$ cat src/rtl/core/polyphonic_voice_allocator_top_assert.svh
// ----------------------------------------------------------------------------
// Polyphonic voice allocator assertion macros
// Short forms for the concurrent checks at the end of the top level.
// ----------------------------------------------------------------------------
`ifndef POLYPHONIC_VOICE_ALLOCATOR_TOP_ASSERT_SVH
`define POLYPHONIC_VOICE_ALLOCATOR_TOP_ASSERT_SVH

// The consequent must hold in the same cycle as the antecedent.
`define PVA_ASSERT_SAME(label, ante, cons, msg) \
  label: assert property (@(posedge clk) disable iff (rst) (ante) |-> (cons)) \
    else $error(msg);

// The consequent must hold in the cycle after the antecedent.
`define PVA_ASSERT_NEXT(label, ante, cons, msg) \
  label: assert property (@(posedge clk) disable iff (rst) (ante) |=> (cons)) \
    else $error(msg);

`endif

$ cat src/rtl/core/pva_pkg.sv
// ----------------------------------------------------------------------------
// pva_pkg
// Types and constants shared by the voice allocator cells and top level.
// ----------------------------------------------------------------------------
package pva_pkg;

  localparam int NUM_SLOTS_DEF = 32;
  localparam int SLOT_W        = 5;
  localparam int NOTE_W        = 7;
  localparam int VEL_W         = 7;
  localparam int MASK_W        = 32;

  typedef enum logic [1:0] {
    OP_NOTE_ON    = 2'd0,
    OP_NOTE_OFF   = 2'd1,
    OP_VOICE_DONE = 2'd2
  } op_t;

  // What the search token does as it passes each cell.
  typedef enum logic [1:0] {
    KIND_NONE = 2'd0,
    KIND_ON   = 2'd1,
    KIND_OFF  = 2'd2,
    KIND_DONE = 2'd3
  } kind_t;

  typedef struct packed {
    logic              valid;
    kind_t             kind;
    logic [NOTE_W-1:0] note;
    logic [SLOT_W-1:0] slot;
    logic              done;
    logic              free_found;
    logic [SLOT_W-1:0] free_idx;
    logic              rel_found;
    logic [SLOT_W-1:0] rel_idx;
    logic [NOTE_W-1:0] rel_note;
    logic [NOTE_W-1:0] zero_note;
    logic [MASK_W-1:0] mask;
  } token_t;

  typedef struct packed {
    logic              en;
    logic [SLOT_W-1:0] idx;
    logic [NOTE_W-1:0] note;
  } wr_t;

endpackage

$ cat src/rtl/core/pva_cell.sv
// ----------------------------------------------------------------------------
// pva_cell
// One voice slot. Updates its slot as the token passes and hands the token on.
// ----------------------------------------------------------------------------
module pva_cell (
  input  logic                        clk,
  input  logic                        rst,
  input  logic [pva_pkg::SLOT_W-1:0]  idx,
  input  pva_pkg::token_t             tok_in,
  input  pva_pkg::wr_t                wr,
  output pva_pkg::token_t             tok_out
);

  logic                       busy;
  logic                       releasing;
  logic [pva_pkg::NOTE_W-1:0] slot_note;

  logic            held;
  logic            rel_set;
  logic            clr;
  pva_pkg::token_t tok_next;

  assign held = busy && !releasing && (slot_note == tok_in.note);

  always_comb begin
    tok_next = tok_in;
    rel_set  = 1'b0;
    clr      = 1'b0;
    if (tok_in.valid) begin
      case (tok_in.kind)
        pva_pkg::KIND_ON: begin
          rel_set = held;
          if (!busy && !tok_in.free_found) begin
            tok_next.free_found = 1'b1;
            tok_next.free_idx   = idx;
          end
          // A slot released by this same item already counts as releasing.
          if ((releasing || held) && !tok_in.rel_found) begin
            tok_next.rel_found = 1'b1;
            tok_next.rel_idx   = idx;
            tok_next.rel_note  = slot_note;
          end
          if (idx == '0) begin
            tok_next.zero_note = slot_note;
          end
        end
        pva_pkg::KIND_OFF: begin
          if (held && !tok_in.done) begin
            rel_set       = 1'b1;
            tok_next.done = 1'b1;
          end
        end
        pva_pkg::KIND_DONE: begin
          clr = (tok_in.slot == idx);
        end
        default: begin
        end
      endcase
    end
    if (rel_set) begin
      tok_next.mask = tok_in.mask | (pva_pkg::MASK_W'(1) << idx);
    end
  end

  always_ff @(posedge clk) begin
    if (rst) begin
      busy      <= 1'b0;
      releasing <= 1'b0;
      slot_note <= '0;
      tok_out   <= '0;
    end else begin
      tok_out <= tok_next;
      if (wr.en && (wr.idx == idx)) begin
        busy      <= 1'b1;
        releasing <= 1'b0;
        slot_note <= wr.note;
      end else if (clr) begin
        busy      <= 1'b0;
        releasing <= 1'b0;
        slot_note <= '0;
      end else if (rel_set) begin
        releasing <= 1'b1;
      end
    end
  end

endmodule

$ cat config.mk
export PLATFORM = sky130hd
export DESIGN_NAME = pva_cell
export DESIGN_NICKNAME = d
export VERILOG_FILES = /design/src/rtl/core/polyphonic_voice_allocator_top_assert.svh /design/src/rtl/core/pva_pkg.sv /design/src/rtl/core/pva_cell.sv
export SDC_FILE = /design/constraint.sdc
export NUM_CORES = 1
export LEC_CHECK = 0
export ABC_AREA = 1
export BUFFER_PORTS_ARGS = -buffer_cell sky130_fd_sc_hd__buf_4
export CORE_ASPECT_RATIO = 0.5
export CORE_UTILIZATION = 46
export CTS_BUF_LIST = sky130_fd_sc_hd__clkbuf_8 sky130_fd_sc_hd__clkbuf_16
export CTS_CLUSTER_SIZE = 20
export DETAILED_ROUTE_END_ITERATION = 12
export PLACE_DENSITY = 0.8
export SYNTH_ARGS = -nofsm -noshare
export SYNTH_HDL_FRONTEND = slang
export SYNTH_SLANG_ARGS = --single-unit
$ cat constraint.sdc
create_clock -name clk -period 1.7 [get_ports clk]
set_input_delay 0.34 -clock clk [delete_from_list [all_inputs] [get_ports clk]]
set_output_delay 0.34 -clock clk [all_outputs]
set_load 0.005 [all_outputs]
==> flow_summary.toml <==
[yosys]
seq_area_frac_synth_pct = 47.3
synth_xor_xnor_area_share_pct = 0.498
muxShareOfSynthArea_pct = 0
synth.avg_cell_area_um2 = 7.46
synth-compound-area-share_pct = 12.7
synth_area_um2 = 3520
synthesis.nets = 568
synth_cells = 471
yosys_warnings = 0
synth_cell_types = 26
synthAdderAreaFrac_pct = 1.07
ys_ff_latch = 83
yosys.area_share.simple_pct = 25.9
synth_top_family_by_area = "simple AND/OR/NAND/NOR gates"

[drt]
vias = 3583
first_iter_violations = 196
wl_per_cell_um = 13.1
drt_first_pass_iters = 9
drt-vias-per-instance = 4.89
wl_um = 9640
wl_met1_um = 3950
drc = 7
wl_met2_um = 4860
drtAntennaViolNets = 0
routed-wl-met3_um = 631
top_layer = "met4"

[grt]
grt_max_degree = 47
track_usage_pct = 24.7
grt_pass1_vias = 3213
antenna_found_initial = 0
grt_overflow_total = 0
grt_pass1_wl_um = 15200

[placement]
port-buffer-count = 167
place_inst = 717
gp_congestion = 0.826
dp_hpwl_um = 7050
placed_area_um2 = 4830

[power_and_ir_drop]
power_density_nw_per_um2 = 994
leakage_nw = 2.62
vdd_ir_drop_max_v = 0.000552
pwr-share-seq_pct = 39.9
p_sw_share_pct = 20.8
switching_power_mw = 1.08
power.total_mw = 5.19
p_int_mw = 4.11
p_comb_share_pct = 11.9
pwr-share-clk_pct = 48.2

[timing]
tightestPinTransition_ns = 0.463
slew_viol_final = 0
fin_setup_tns_ns = 0
finalSetupViolCount = 0
clock_skew_ns = 0.00522
fmax_ghz = 0.683
hold_viol_final = 0
period_share_pct = 86.1
period_needed_ns = 1.46
rsz0062_at_grt = "false"
relSlewSlack_pct = 69.1

[floorplan]
die_x_um = 126
die_area_um2 = 8020
io_pins = 168
die_y_um = 63.8
coreArea_um2 = 7350
initial_core_util_pct = 47.8
rows = 22

[worst_hold_path]
hp-class = "input port to register"
min_to = "slot_note[2]"
hold_depth = 3
holdCritStartpoint = "wr[2]"

[clock_tree]
clk_latency_ns = 0.34
tritoncts = "yes"
cts_buffers = 9
postCtsSetupRepairBufs = 0
cts_buffer_depth = 2
root_buffer = "clkbuf_16"
clkTransAtPathRegs_ns = 0.06
cts_max_level = 3
cts.sinks = 83

[critical_path]
worst_setup_path_end_kind = "register"
crit_required_ns = 1.97
cp-start-kind = "register"
worstReg2RegEnd = "tok_out[12]"
rrSetupSlack_ns = 0.24
reg2regPathDepth = 10
criticalPathCategory = "register to register"
cp_max_fo = 34
r2r-start = "releasing"
critPathArrivalTime_ns = 1.73

[cells_and_area]
antenna_cells = 0
layout.cells.non_filler = 733
fillers = 598
nNetsFinal = 729
final_area_um2 = 5220
layout_commonest_cell = "buf_4"
drive_above_1_share_pct = 33.4
layout_common_cells = "177 x buf_4, 83 x dfxtp_1, 74 x nor2_1"
area_delta_synth_final_pct = 48.5

[outcome]
violations = "design-rule violations"
status = "finished with violations"

[flow_run]
cap_violations = 0
==> worst max path at each step <==
stage                           from          end  cells past startpoint
after floorplan           tok_in[72]  tok_out[43]                      8
after global placement    tok_in[67]  tok_out[46]                     12
after detailed placement  tok_in[68]  tok_out[49]                     11
after CTS                       busy  tok_out[49]                      9
after global routing       releasing  tok_out[12]                     10
final                      releasing  tok_out[12]                     10
==> cells in the mapped netlist <==
cell type	count	area (µm²)
buf_4	2	15.0
o22ai_1	3	18.8
nor2_1	74	278
nand2_2	1	6.26
buf_1	2	7.51
o21ai_1	6	30.0
nor2_4	1	11.3
xor2_1	2	17.5
nand3_1	51	255
nor3_2	2	20.0
nand4_2	1	12.5
nor2_2	2	12.5
inv_2	4	15.0
nor2_8	1	20.0
clkbuf_1	7	26.3
buf_6	7	78.8
nand4_1	12	75.1
ha_1	3	37.5
nand3_2	3	30.0
dfxtp_1	83	1660
inv_1	65	244
o21ai_0	13	65.1
o21ai_2	3	26.3
nand2_1	51	191
a21oi_1	61	305
buf_2	11	55.1
==> logic make-up (layout without fill, tap and decap cells) <==
group	after synthesis	after routing
AO/OA/AOI/OAI	86	86
flip-flops	83	83
adder cells (fa/ha/maj)	3	3
XOR/XNOR	2	2
buffers and inverters	98	264
AND/OR/NAND/NOR	199	199
==> cell type report <==
| cell class | instances | area, µm² | share of cell area (%) |
|---|---|---|---|
| Sequential cell | 83 | 1660 | 31.8 |
| Clock inverter | 7 | 164 | 3.14 |
| Timing Repair Buffer | 179 | 1370 | 26.2 |
| Clock buffer | 9 | 225 | 4.31 |
| Tap cell | 96 | 120 | 2.30 |
| Inverter | 69 | 259 | 4.96 |
| Multi-Input combinational cell | 290 | 1420 | 27.3 |
==> power groups by stage <==
stage                     combinational (mW)  sequential, mW  clock [mW]
final                                  0.617            2.07        2.50
after global routing                   0.675            2.08        2.61
after CTS                              0.617            2.07        2.53
after detailed placement               0.611            2.11           0
after global placement                 0.602            2.11           0
after floorplan                        0.232            2.13           0
==> routing by layer <==
| metal | track usage (%) | vias up |
|---|---|---|
| met5 | 0 | - |
| met2 | 43.7 | 116 |
| li1 | - | 1827 |
| met4 | 9.45 | 0 |
| met1 | 28.4 | 1621 |
| met3 | 7.54 | 19 |
==> worst max-delay path, stage by stage, from the launching register on <==
cell     delay (ns)
dfxtp_1        0.29
inv_1          0.12
nand2_1        0.07
nor2_1         0.10
nand2_1        0.05
nor2_1         0.10
nand2_1        0.12
inv_2          0.09
buf_12         0.17
nand3_1        0.10
a21oi_1        0.15
==> flip-flops by register name (all words and copies together) (netlist names) <==
signal / flops
busy: 1
tok_out: 74
releasing: 1
slot_note: 7
==> metrics by stage <==
stage | hold WS, ns | utilization [%] | worst slack [ns]
floorplan | 0.447 | - | 0.288
global placement | 0.497 | 65.7 | 0.158
detailed placement | 0.512 | 65.7 | 0.106
CTS | 0.200 | 71.0 | 0.161
global route | 0.201 | 71.1 | 0.0427
finish | 0.200 | 71.1 | 0.237
==> what timing repair did <==
| action | CTS | global route |
|---|---|---|
| endpoints found under the setup margin | 0 | 11 |
| hold endpoints to repair | 0 | 0 |
| resized for setup | 0 | 1 |
| hold buffers | 0 | 0 |
No activity file was read; power rests on OpenSTA's default activity.
